[config.mk]
export PLATFORM = sky130hd
export DESIGN_NAME = pstt_ctrl
export DESIGN_NICKNAME = d
export VERILOG_FILES = /design/src/rtl/priority_sorted_task_table_top_macros.svh /design/src/rtl/pstt_pkg.sv /design/src/rtl/pstt_ctrl.sv
export SDC_FILE = /design/constraint.sdc
export NUM_CORES = 1
export LEC_CHECK = 0
export BUFFER_PORTS_ARGS = -buffer_cell sky130_fd_sc_hd__buf_2
export CORE_MARGIN = 3
export CORE_UTILIZATION = 50
export CTS_CLUSTER_DIAMETER = 80
export CTS_CLUSTER_SIZE = 30
export DETAILED_ROUTE_END_ITERATION = 10
export PLACE_DENSITY = 0.78
export SYNTH_ARGS = -nofsm -noshare
export SYNTH_HDL_FRONTEND = slang
export SYNTH_SLANG_ARGS = --single-unit
[constraint.sdc]
create_clock -name clk_i -period 2.4 [get_ports clk_i]
set_input_delay 0.24 -clock clk_i [delete_from_list [all_inputs] [get_ports clk_i]]
set_output_delay 0.24 -clock clk_i [all_outputs]
set_load 0.005 [all_outputs]
[src/rtl/priority_sorted_task_table_top_macros.svh]
// Assertion macros used by the table top
`ifndef PRIORITY_SORTED_TASK_TABLE_TOP_MACROS_SVH
`define PRIORITY_SORTED_TASK_TABLE_TOP_MACROS_SVH

// Check that cons holds in the same cycle as ante
`define PSTT_ASSERT_SAME(label, ante, cons) \
  label: assert property (@(posedge clk_i) disable iff (!rst_ni) (ante) |-> (cons)) \
    else $error("pstt check failed");

// Check that cons holds in the cycle after ante
`define PSTT_ASSERT_NEXT(label, ante, cons) \
  label: assert property (@(posedge clk_i) disable iff (!rst_ni) (ante) |=> (cons)) \
    else $error("pstt check failed");

`endif

[src/rtl/pstt_pkg.sv]
`timescale 1ns / 1ps
package pstt_pkg;

  localparam int MAX_ENTRIES_DEF = 16;

  // Operation codes of the func field
  localparam logic [3:0] FUNC_UPSERT   = 4'd0;
  localparam logic [3:0] FUNC_REMOVE   = 4'd1;
  localparam logic [3:0] FUNC_SEL_IDX  = 4'd2;
  localparam logic [3:0] FUNC_SEL_KEY  = 4'd3;
  localparam logic [3:0] FUNC_MOVE     = 4'd4;
  localparam logic [3:0] FUNC_NEXT_ATT = 4'd5;
  localparam logic [3:0] FUNC_STALE    = 4'd6;
  localparam logic [3:0] FUNC_CLEAR    = 4'd7;
  localparam logic [3:0] FUNC_RD_IDX   = 4'd8;
  localparam logic [3:0] FUNC_RD_SEL   = 4'd9;

  // Status codes
  localparam logic [2:0] ST_WAIT_INPUT = 3'd3;
  localparam logic [2:0] ST_RUNNING    = 3'd1;
  localparam logic [2:0] ST_DONE       = 3'd4;
  localparam logic [2:0] ST_CANCELLED  = 3'd6;
  localparam logic [2:0] ST_STALE      = 3'd7;

  typedef struct packed {
    logic [3:0]        func;
    logic [63:0]       task_key;
    logic [2:0]        task_status;
    logic              needs_attention;
    logic [63:0]       updated_stamp;
    logic [63:0]       task_payload;
    logic [7:0]        entry_index;
    logic signed [7:0] move_delta;
  } req_t;

  typedef struct packed {
    logic        ok;
    logic        entry_valid;
    logic [63:0] entry_key;
    logic [2:0]  entry_status;
    logic        entry_attention;
    logic [63:0] entry_stamp;
    logic [63:0] entry_payload;
    logic [4:0]  task_count;
    logic [4:0]  clearable_count;
    logic [3:0]  selected_index;
  } rsp_t;

  typedef enum logic [3:0] {
    S_IDLE, S_DISPATCH, S_SCAN, S_UPSERT, S_SORT, S_SHIFT, S_MOVE,
    S_ATTN, S_STALE, S_CNT_INIT, S_CNT, S_FIN
  } ctl_state_e;

  typedef enum logic [4:0] {
    CMD_NONE, CMD_LOAD, CMD_SCAN, CMD_UPSERT_WR, CMD_SWAP, CMD_SORT_NEXT,
    CMD_SHIFT_INIT, CMD_SHIFT, CMD_REM_FIN, CMD_SEL_KEY, CMD_SEL_IDX,
    CMD_MOVE_INIT, CMD_MOVE_STEP, CMD_MOVE_SET, CMD_ATTN_INIT, CMD_ATTN_STEP,
    CMD_ATTN_FIN, CMD_SWEEP_INIT, CMD_STALE, CMD_CLEAR, CMD_CNT_INIT, CMD_CNT,
    CMD_OUT
  } dp_cmd_e;

  typedef struct packed {
    logic [3:0] func;
    logic       found;
    logic       scan_end;
    logic       empty;
    logic       wr_ok;
    logic       sort_done;
    logic       swap_go;
    logic       shift_end;
    logic       mod_ok;
    logic       attn_end;
    logic       sweep_end;
  } dp_status_t;

endpackage

[src/rtl/pstt_ctrl.sv]
`timescale 1ns / 1ps
module pstt_ctrl (
  input  logic                 clk_i,
  input  logic                 rst_ni,
  input  logic                 in_valid_i,
  output logic                 in_ready_o,
  output logic                 out_valid_o,
  input  logic                 out_ready_i,
  input  pstt_pkg::dp_status_t st_i,
  output pstt_pkg::dp_cmd_e    cmd_o
);
  import pstt_pkg::*;

  ctl_state_e state_q, state_d;
  logic       out_valid_q, out_valid_d;
  logic       out_free;

  assign out_free = !out_valid_q || out_ready_i;

  // Next state
  always_comb begin
    state_d = state_q;
    unique case (state_q)
      S_IDLE: if (in_valid_i) state_d = S_DISPATCH;
      S_DISPATCH: begin
        case (st_i.func) inside
          FUNC_UPSERT, FUNC_REMOVE, FUNC_SEL_KEY: state_d = S_SCAN;
          FUNC_MOVE:     state_d = st_i.empty ? S_CNT_INIT : S_MOVE;
          FUNC_NEXT_ATT: state_d = st_i.empty ? S_CNT_INIT : S_ATTN;
          FUNC_STALE:    state_d = S_STALE;
          default:       state_d = S_CNT_INIT;
        endcase
      end
      S_SCAN: begin
        if (st_i.scan_end) begin
          if (st_i.func == FUNC_UPSERT) state_d = S_UPSERT;
          else if (st_i.func == FUNC_REMOVE && st_i.found) state_d = S_SHIFT;
          else state_d = S_CNT_INIT;
        end
      end
      S_UPSERT:   state_d = st_i.wr_ok ? S_SORT : S_CNT_INIT;
      S_SORT:     if (st_i.sort_done) state_d = S_CNT_INIT;
      S_SHIFT:    if (st_i.shift_end) state_d = S_CNT_INIT;
      S_MOVE:     if (st_i.mod_ok) state_d = S_CNT_INIT;
      S_ATTN:     if (st_i.attn_end) state_d = S_CNT_INIT;
      S_STALE:    if (st_i.sweep_end) state_d = S_CNT_INIT;
      S_CNT_INIT: state_d = S_CNT;
      S_CNT:      if (st_i.sweep_end) state_d = S_FIN;
      S_FIN:      if (out_free) state_d = S_IDLE;
      default:    state_d = S_IDLE;
    endcase
  end

  // Commands to the datapath
  always_comb begin
    cmd_o = CMD_NONE;
    unique case (state_q)
      S_IDLE: if (in_valid_i) cmd_o = CMD_LOAD;
      S_DISPATCH: begin
        case (st_i.func)
          FUNC_SEL_IDX:  cmd_o = CMD_SEL_IDX;
          FUNC_MOVE:     cmd_o = st_i.empty ? CMD_NONE : CMD_MOVE_INIT;
          FUNC_NEXT_ATT: cmd_o = st_i.empty ? CMD_NONE : CMD_ATTN_INIT;
          FUNC_STALE:    cmd_o = CMD_SWEEP_INIT;
          FUNC_CLEAR:    cmd_o = CMD_CLEAR;
          default:       cmd_o = CMD_NONE;
        endcase
      end
      S_SCAN: begin
        if (!st_i.scan_end) cmd_o = CMD_SCAN;
        else if (st_i.func == FUNC_REMOVE && st_i.found) cmd_o = CMD_SHIFT_INIT;
        else if (st_i.func == FUNC_SEL_KEY) cmd_o = CMD_SEL_KEY;
      end
      S_UPSERT: cmd_o = CMD_UPSERT_WR;
      S_SORT: begin
        if (!st_i.sort_done) cmd_o = st_i.swap_go ? CMD_SWAP : CMD_SORT_NEXT;
      end
      S_SHIFT:    cmd_o = st_i.shift_end ? CMD_REM_FIN : CMD_SHIFT;
      S_MOVE:     cmd_o = st_i.mod_ok ? CMD_MOVE_SET : CMD_MOVE_STEP;
      S_ATTN:     cmd_o = st_i.attn_end ? CMD_ATTN_FIN : CMD_ATTN_STEP;
      S_STALE:    if (!st_i.sweep_end) cmd_o = CMD_STALE;
      S_CNT_INIT: cmd_o = CMD_CNT_INIT;
      S_CNT:      if (!st_i.sweep_end) cmd_o = CMD_CNT;
      S_FIN:      if (out_free) cmd_o = CMD_OUT;
      default:    cmd_o = CMD_NONE;
    endcase
  end

  // Hold the result until taken
  always_comb begin
    out_valid_d = out_valid_q && !out_ready_i;
    if (state_q == S_FIN && out_free) out_valid_d = 1'b1;
  end

  assign in_ready_o  = (state_q == S_IDLE);
  assign out_valid_o = out_valid_q;

  always_ff @(posedge clk_i or negedge rst_ni) begin
    if (!rst_ni) begin
      state_q     <= S_IDLE;
      out_valid_q <= 1'b0;
    end else begin
      state_q     <= state_d;
      out_valid_q <= out_valid_d;
    end
  end

endmodule

==> results of run 1 <==
==> kinds of logic after synthesis <==
kind of cell / after synthesis / share of synthesized area, %
AOI/OAI and AO/OA: 40 / 34.5
and+or+nand+nor: 51 / 40.2
muxes: 1 / 1.26
buffers and inverters: 13 / 8.20
DFF: 5 / 15.8
==> worst register-to-register path, delay by kind of cell (launching register included) <==
family          cells  cell delay (ns)
flops               1             0.50
simple gates        2             0.67
compound gates      3             0.61
==> area by class of cell <==
class                      count  share of cell area [%]
inverter                       3                    1.18
clock buffer                   4                    2.75
multi-input combinational     92                    63.1
tap                           15                    1.96
sequential                     5                    13.5
timing repair buffer          30                    17.5
==> cells in the mapped netlist (all sizes together), types with 2 or more instances <==
cell / number / area [um^2]
buf: 4 / 31.3
nor2b: 7 / 43.8
nor2: 8 / 30.0
o21ai: 6 / 30.0
a31oi: 4 / 25.0
nand4: 2 / 12.5
dfrtp: 5 / 125
a21oi: 11 / 55.1
inv: 3 / 11.3
nand2: 6 / 22.5
and3: 2 / 12.5
nor3b: 4 / 30.0
nand3: 5 / 25.0
a211oi: 3 / 27.5
o21bai: 2 / 15.0
nor3: 3 / 15.0
clkbuf: 6 / 22.5
nand2b: 2 / 12.5
o22a: 2 / 17.5
or3: 2 / 12.5
==> timing repair <==
item | in CTS | in global routing
resized for setup | 0 | 3
endpoints found under the setup margin | 0 | 4
endpoints found under the hold margin | 5 | 0
hold buffers | 1 | 0
==> flip-flops by register name (all words and copies together), names as in the netlist <==
name         cells
state_q          4
out_valid_o      1
==> power by group <==
part	switching, mW	internal, mW
clock network	0.0287	0.0625
registers	0.114	0.129
logic	0.325	0.331
==> how the worst max path moves through the flow <==
stage	from	end	slack, ns
floorplan	state_q[1]$_DFFE_PN0P_	cmd_o[1]	0.60
global placement	state_q[1]$_DFFE_PN0P_	cmd_o[1]	0.38
detailed placement	state_q[1]$_DFFE_PN0P_	cmd_o[1]	0.34
CTS	state_q[1]$_DFFE_PN0P_	cmd_o[1]	0.08
global route	state_q[1]$_DFFE_PN0P_	cmd_o[1]	0.004
finish	state_q[1]$_DFFE_PN0P_	cmd_o[1]	0.14
==> through the flow <==
stage	power [mW]	utilization, %	std cells
floorplan	0.715	-	110
global placement	0.874	65.5	144
detailed placement	0.887	65.5	144
CTS	0.984	68.1	149
global route	1.10	68.3	149
finish	0.990	68.3	149
==> layer usage <==
metal  global-route usage, %  wire length (um)  vias up
met5                       0                 0        -
met3                    2.37               136        0
met2                    40.9              1120       39
met4                    6.25                 0        0
li1                        -                 -      467
met1                    29.5               903      451
==> impl_metrics.csv, run 1 <==
group,metric,value,unit
run_status,outcome,"finished clean",
floorplan,initial_utilization,56.7,%
cts,clk_path_buf_depth,2,
floorplan,core,1400,um^2
sta,finClkSkew,0.00194,ns
drt,viasPerCell,6.42,
sta,finalMaxSlewViolations,0,
sta,hold_violations,0,
worst_setup_path,ff2ff_path_depth,5,
cells_and_area,fill_cells,127,
worst_setup_path,critPathRequiredTime,2.16,ns
place,place_area,916,um^2
sta,timing.fmax,442,MHz
floorplan,fp.dieArea,2100,um^2
worst_setup_path,crit_cells,6,
cells_and_area,most-common-layout-cells,"buf_2 (24), a21oi_1 (11), nor2_1 (8)",
cts,clock_latency,0.23,ns
drt,drc,0,
synth,synth.avg_cell_area,7.21,um^2
cts,clk_pin_slew,0.04,ns
worst_setup_path,crit_family,"simple AND/OR/NAND/NOR gates",
global_route,antenna_found_initial,0,
worst_setup_path,cp_slowest_stage_delay,0.61,ns
drt,num_vias,957,
worst_setup_path,arrival,2.02,ns
drt,drtPass1Iterations,5,
synth,syn_inst,110,
worst_setup_path,timing.rr.end,"state_q[1]$_DFFE_PN0P_",
cells_and_area,regArea,129,um^2
flow_run,maxCapViolations,0,
global_route,grt_overflow,0,
global_route,grt_start_max_net_pins,18,
worst_setup_path,cp-end-kind,"primary output",
place,hpwl,1680,um
cells_and_area,n_antenna_cell,0,
drt,route.antenna.remaining_nets,0,
place,post-place-ws,0.336,ns
sta,worst_pin_slew,0.442,ns
cells_and_area,drive_above_1_share,31.3,%
synth,ys_seq_area_share,15.8,%
worst_setup_path,critPathBufInv,1,
worst_setup_path,startpoint_type,"flip-flop",
worst_hold_path,hp-class,"input pin to async pin",
drt,wl,2160,um
synth,synth_cell_types,48,
sta,setup_viol,0,
place,gp_congestion,0.935,
cts,cts-buffers-inserted,3,
global_route,grt_pass1_vias,863,
floorplan,dieHeight,45.8,um
sta,finalCritPeriodShare,94.2,%
worst_setup_path,path_class,"flip-flop to primary output",
cts,cts_sinks,5,
synth,ys.warnings.count,0,
worst_setup_path,r2r_slack,0.51,ns
cells_and_area,multi_input_area,603,um^2
synth,synth-edff-count,0,
cells_and_area,nets,153,
worst_setup_path,path_cells,"or4b_1 > nor2_1 > and2_1 > o21ai_1 > nand4_1 > buf_2",
global_route,track_usage,23.2,%
pwr,irDropWorstVdd,0.000857,V
cells_and_area,fin_area,956,um^2
cts,tritoncts,"done",
place,port_buffers,24,
floorplan,die_w,45.8,um
sta,timing.final.ws_setup,0.139,ns
floorplan,io_pins,25,
worst_setup_path,worst-path-max-fanout,17,
worst_setup_path,r2r_start,"state_q[1]$_DFFE_PN0P_",
synth,ys_ff_latch,5,
cells_and_area,syn_to_final_growth,20.5,%
floorplan,rows,13,
sta,fin_setup_tns,0,ns
sta,slew-limit-headroom,70.4,%
cts,cts_setup_buffers,0,
synth,ys.flop_type,"dfrtp_1",
sta,whs,0.353,ns
global_route,grt_pass1_wl,3630,um
pwr,cellPowerDensity,1040,nW/um^2
cells_and_area,final_common_cell,"buf_2",
pwr,total_leakage_power,0.405,nW
sta,rsz0062_at_grt,"false",
cts,cts-root-buf,"clkbuf_4",
cts,h-tree-depth,1,
sta,period_minus_slack,2.26,ns
drt,wire_per_inst,14.5,um
worst_setup_path,critPathSlowestCell,"or4b_1",
synth,synth_fp_nets,128,
drt,initialDrtViolationCount,32,
synth,synth_area,793,um^2
synth,ys_async_sr_fraction,100,%
(Power assumes the default switching activity.)
==> run 2: changes to the inputs <==
==> constraint.sdc (replaced) <==
create_clock -name clk_i -period 2.6 [get_ports clk_i]
set_input_delay 0.26 -clock clk_i [delete_from_list [all_inputs] [get_ports clk_i]]
set_output_delay 0.26 -clock clk_i [all_outputs]
set_load 0.005 [all_outputs]
==> run 2 against run 1 <==
Sequential share of layout area is 0.43 points higher. Final cell count is 3.4% lower. First-iteration DRC count is 9.4% higher. Utilization is 2.8 points lower. Global-route usage is 0.84 points higher. Combinational power is 20% lower. Total power is 11% lower. Via count is 1.1% lower. Die area stayed put. Critical path type unchanged.
==> impl_metrics.csv, run 2 (synthesis gave the netlist of run 1 again) <==
group,metric,value,unit
cells_and_area,regArea,128,um^2
worst_setup_path,worst-path-max-fanout,20,
floorplan,core,1400,um^2
cts,clk_path_buf_depth,2,
global_route,grt_pass1_wl,3730,um
global_route,grt_overflow,0,
floorplan,die_w,45.8,um
global_route,grt_start_max_net_pins,24,
cells_and_area,final_common_cell,"buf_2",
global_route,antenna_found_initial,0,
cts,cts-buffers-inserted,3,
cells_and_area,largest_register_ffs,4,
run_status,outcome,"finished clean",
flow_run,maxCapViolations,0,
floorplan,fp.dieArea,2100,um^2
global_route,grt_pass1_vias,845,
sta,finalCritPeriodShare,91.2,%
place,gp_congestion,0.893,
sta,slew-limit-headroom,63.9,%
pwr,cellPowerDensity,963,nW/um^2
floorplan,io_pins,25,
drt,drtPass1Iterations,4,
pwr,irDropWorstVdd,0.000783,V
cells_and_area,nets,148,
sta,hold_violations,0,
cts,cts_setup_buffers,0,
worst_hold_path,hp-class,"input pin to async pin",
drt,dr_wl_met2,1120,um
sta,fin_setup_tns,0,ns
cts,clk_pin_slew,0.04,ns
pwr,total_leakage_power,0.382,nW
global_route,track_usage,24.0,%
cells_and_area,fill_cells,137,
sta,period_minus_slack,2.37,ns
sta,timing.fmax,422,MHz
drt,wl_met1,948,um
sta,rsz0062_at_grt,"false",
drt,viasPerCell,6.57,
worst_setup_path,arrival,2.11,ns
cells_and_area,final_core_util,65.6,%
cts,h-tree-depth,1,
sta,finClkSkew,0.00155,ns
cts,clock_latency,0.24,ns
cells_and_area,largest_register,"state_q",
worst_setup_path,startpoint_type,"flip-flop",
sta,setup_viol,0,
cells_and_area,n_antenna_cell,0,
floorplan,dieHeight,45.8,um
drt,drc,0,
worst_setup_path,cp-end-kind,"primary output",
drt,top_layer,"met3",
floorplan,rows,13,
cells_and_area,multi_input_area,603,um^2
floorplan,initial_utilization,56.7,%
drt,wire_per_inst,15.2,um
cells_and_area,drive_above_1_share,27.9,%
cts,tritoncts,"done",
cts,cts-root-buf,"clkbuf_4",
sta,worst_pin_slew,0.542,ns
worst_setup_path,path_class,"flip-flop to primary output",
pwr,power,0.883,mW
sta,finalMaxSlewViolations,0,
cts,cts_sinks,5,
drt,route.antenna.remaining_nets,0,
place,hpwl,1640,um
cells_and_area,most-common-layout-cells,"buf_2 (24), a21oi_1 (11), nor2_1 (8)",
drt,num_vias,946,
drt,initialDrtViolationCount,35,
drt,wl_met3,117,um
place,port_buffers,24,
worst_setup_path,critPathRequiredTime,2.34,ns
cells_and_area,syn_to_final_growth,15.6,%
drt,wl,2180,um
run 2: area by class of cell:
class | count | share of cell area (%)
multi-input cells | 92 | 65.8
repair buffers | 25 | 14.2
flip-flops and latches | 5 | 13.9
clock buffers | 4 | 2.86
well taps | 15 | 2.05
inverters | 3 | 1.23
run 2: what timing repair did:
action | in CTS | in global routing
hold buffers | 1 | 0
hold endpoints to repair | 5 | 0
gates resized for setup | 0 | 2
setup endpoints to repair | 0 | 3
run 2: worst paths after layout:
kind | slack (ns) | from | cells after the start | to
max | 0.23 | state_q[2]$_DFFE_PN0P_ | 6 | cmd_o[1]
min | 0.37 | rst_ni | 2 | state_q[1]$_DFFE_PN0P_
max reg2reg | 0.46 | state_q[2]$_DFFE_PN0P_ | 5 | state_q[1]$_DFFE_PN0P_
min reg2reg | 0.75 | state_q[0]$_DFFE_PN0P_ | 1 | state_q[0]$_DFFE_PN0P_
max in group asynchronous | 2.09 | rst_ni | 2 | state_q[0]$_DFFE_PN0P_
min in group clk_i | 0.46 | out_ready_i | 3 | out_valid_o$_DFF_PN0_
run 2: worst max-delay path, cell delays in order, from the launching register on:
cell,delay (ns)
dfrtp_1,0.57
or4b_1,0.64
nor2_1,0.20
and2_1,0.18
o21ai_1,0.07
nand4_1,0.09
buf_2,0.11
run 2: per-stage QoR:
| stage | setup WS [ns] | hold WS [ns] | instance area, um^2 | cells |
|---|---|---|---|---|
| 6_report | 0.230 | 0.368 | 917 | 144 |
| 5_1_grt | 0.0789 | 0.386 | 917 | 144 |
| 4_1_cts | 0.111 | 0.353 | 915 | 144 |
| 3_5_place_dp | 0.390 | 0.0784 | 878 | 139 |
| 3_3_place_gp | 0.414 | 0.0751 | 878 | 139 |
| 2_1_floorplan | 0.777 | -0.0356 | 793 | 110 |
run 2: metal layers:
metal  vias to the layer above  GRT usage (%)
met5                         -              0
met4                         0           8.52
met3                         0           2.37
met2                        30           40.7
met1                       454           31.2
li1                        462              -
run 2: power by group:
group	switching, mW	total [mW]	internal [mW]
logic	0.255	0.527	0.272
registers	0.151	0.268	0.117
clock network	0.0301	0.0881	0.0579
==> run 3: changes to the inputs <==
==> constraint.sdc (replaced) <==
create_clock -name clk_i -period 2.7 [get_ports clk_i]
set_input_delay 0.27 -clock clk_i [delete_from_list [all_inputs] [get_ports clk_i]]
set_output_delay 0.27 -clock clk_i [all_outputs]
set_load 0.005 [all_outputs]
==> run 3 against run 2 <==
Non-clock buffer count unchanged. Via count decreased by 1.8%. Total power down 2.9%. Clock-buffer cell count unchanged. Critical endpoint unchanged. Hold slack worse by 0.0018 ns. Critical path depth unchanged. Clock skew up 0.0013 ns. Sequential share of layout area is 0.24 points lower. Highest routed layer is now met4.
==> impl_metrics.csv, run 3 (synthesis gave the netlist of run 1 again) <==
group,metric,value,unit
worst_setup_path,critPathSlowestCell,"dfrtp_1",
cells_and_area,regArea,125,um^2
drt,route.antenna.remaining_nets,0,
worst_setup_path,critPathRequiredTime,2.43,ns
pwr,power,0.858,mW
floorplan,dieHeight,45.8,um
drt,drc,0,
drt,initialDrtViolationCount,25,
worst_setup_path,cp_slowest_stage_delay,0.76,ns
worst_setup_path,crit_family,"simple AND/OR/NAND/NOR gates",
cts,cts_sinks,5,
drt,wl,2260,um
global_route,grt_pass1_wl,3650,um
sta,rsz0062_at_grt,"false",
cts,h-tree-depth,1,
global_route,grt_pass1_vias,855,
global_route,grt_overflow,0,
run_status,outcome,"finished clean",
cts,cts_hold_buf,1,
floorplan,initial_utilization,56.7,%
worst_setup_path,startpoint_type,"flip-flop",
pwr,cellPowerDensity,938,nW/um^2
worst_setup_path,arrival,2.22,ns
worst_setup_path,critPathBufInv,1,
worst_setup_path,ff2ff_path_depth,5,
floorplan,die_w,45.8,um
global_route,grt_start_max_net_pins,24,
sta,finalMaxSlewViolations,0,
cells_and_area,drive_above_1_share,26.4,%
flow_run,maxCapViolations,0,
floorplan,fp.dieArea,2100,um^2
cts,cts-buffers-inserted,3,
cells_and_area,most-common-layout-cells,"buf_2 (24), a21oi_1 (11), nor2_1 (8)",
cts,tritoncts,"done",
drt,wire_per_inst,15.7,um
pwr,irDropWorstVdd,0.000736,V
cells_and_area,fill_cells,135,
worst_setup_path,path_class,"flip-flop to primary output",
sta,finalCritPeriodShare,92.4,%
worst_setup_path,cp-startpoint,"state_q[0]$_DFFE_PN0P_",
place,gp_congestion,0.900,
global_route,antenna_found_initial,0,
floorplan,core,1400,um^2
sta,worst_pin_slew,0.666,ns
sta,slew-limit-headroom,55.6,%
cells_and_area,multi_input_area,603,um^2
place,port_buffers,24,
floorplan,rows,13,
cts,clock_latency,0.25,ns
sta,period_minus_slack,2.49,ns
cells_and_area,final_core_util,65.4,%
cts,cts-resized-gates,0,
cells_and_area,syn_to_final_growth,15.3,%
drt,num_vias,929,
cts,clk_path_buf_depth,2,
sta,finClkSkew,0.00284,ns
cts,clk_pin_slew,0.05,ns
sta,fin_setup_tns,0,ns
worst_hold_path,hp-class,"input pin to async pin",
global_route,track_usage,23.9,%
cells_and_area,nets,148,
cells_and_area,largest_register_ffs,4,
place,hpwl,1600,um
worst_setup_path,worst-path-max-fanout,23,
sta,timing.final.ws_setup,0.206,ns
sta,hold_violations,0,
sta,timing.fmax,401,MHz
cells_and_area,n_antenna_cell,0,
drt,drtPass1Iterations,5,
worst_setup_path,path_cells,"or4b_1 > nor2_1 > and2_1 > o21ai_1 > nand4_1 > buf_2",
sta,setup_viol,0,
worst_setup_path,timing.rr.end,"state_q[1]$_DFFE_PN0P_",
cells_and_area,final_common_cell,"buf_2",
place,post-place-ws,0.494,ns
worst_setup_path,cp-end-kind,"primary output",
worst_setup_path,r2r_start,"state_q[1]$_DFFE_PN0P_",
cts,cts_setup_buffers,0,
cts,cts-root-buf,"clkbuf_4",
worst_setup_path,r2r_slack,0.55,ns
floorplan,io_pins,25,
cells_and_area,largest_register,"state_q",
pwr,total_leakage_power,0.384,nW
drt,viasPerCell,6.45,
==> run 3: cell counts in the layout (fill, tap and decap cells not counted) <==
Identical to the previous run, type by type.
==> run 3: how the worst max path moves through the flow <==
| stage | endpoint | slack [ns] | cells after the start |
|---|---|---|---|
| after floorplan | cmd_o[1] | 0.87 | 6 |
| after global placement | cmd_o[1] | 0.49 | 6 |
| after detailed placement | cmd_o[1] | 0.49 | 6 |
| after CTS | cmd_o[1] | 0.22 | 6 |
| after global routing | cmd_o[2] | 0.03 | 6 |
| final | cmd_o[1] | 0.21 | 6 |
==> run 3: metrics by stage <==
stage / std cells / area [um^2] / hold WS, ns
after floorplan: 110 / 793 / -0.0256
after global placement: 139 / 878 / 0.0862
after detailed placement: 139 / 878 / 0.0865
after CTS: 144 / 915 / 0.346
after global routing: 144 / 915 / 0.396
final: 144 / 915 / 0.366
==> run 3: worst reg2reg max path: stages (launching register included) <==
cell and delay (ns):
dfrtp_1 0.75, mux2i_1 0.24, o2bb2ai_2 0.21, nor4b_4 0.49
o31ai_1 0.14, o22a_1 0.21
==> run 3: layer usage <==
metal	wire [um]	track usage [%]	part of all wire, %
met1	997	29.7	44
met2	1110	40.1	49
met3	125	2.77	5.5
met4	24	11.9	1.1
met5	0	0	0
==> run 3: final cells by class <==
cell class	instances	share of cell area [%]
multi-input cells	92	65.9
repair buffers	25	14.2
flip-flops and latches	5	13.7
clock buffers	4	2.87
well taps	15	2.05
inverters	3	1.23
==> run 3: power by group <==
part / internal (mW) / switching [mW] / total [mW]
Clock: 0.0563 / 0.0371 / 0.0934
Sequential: 0.108 / 0.152 / 0.260
Combinational: 0.262 / 0.242 / 0.504
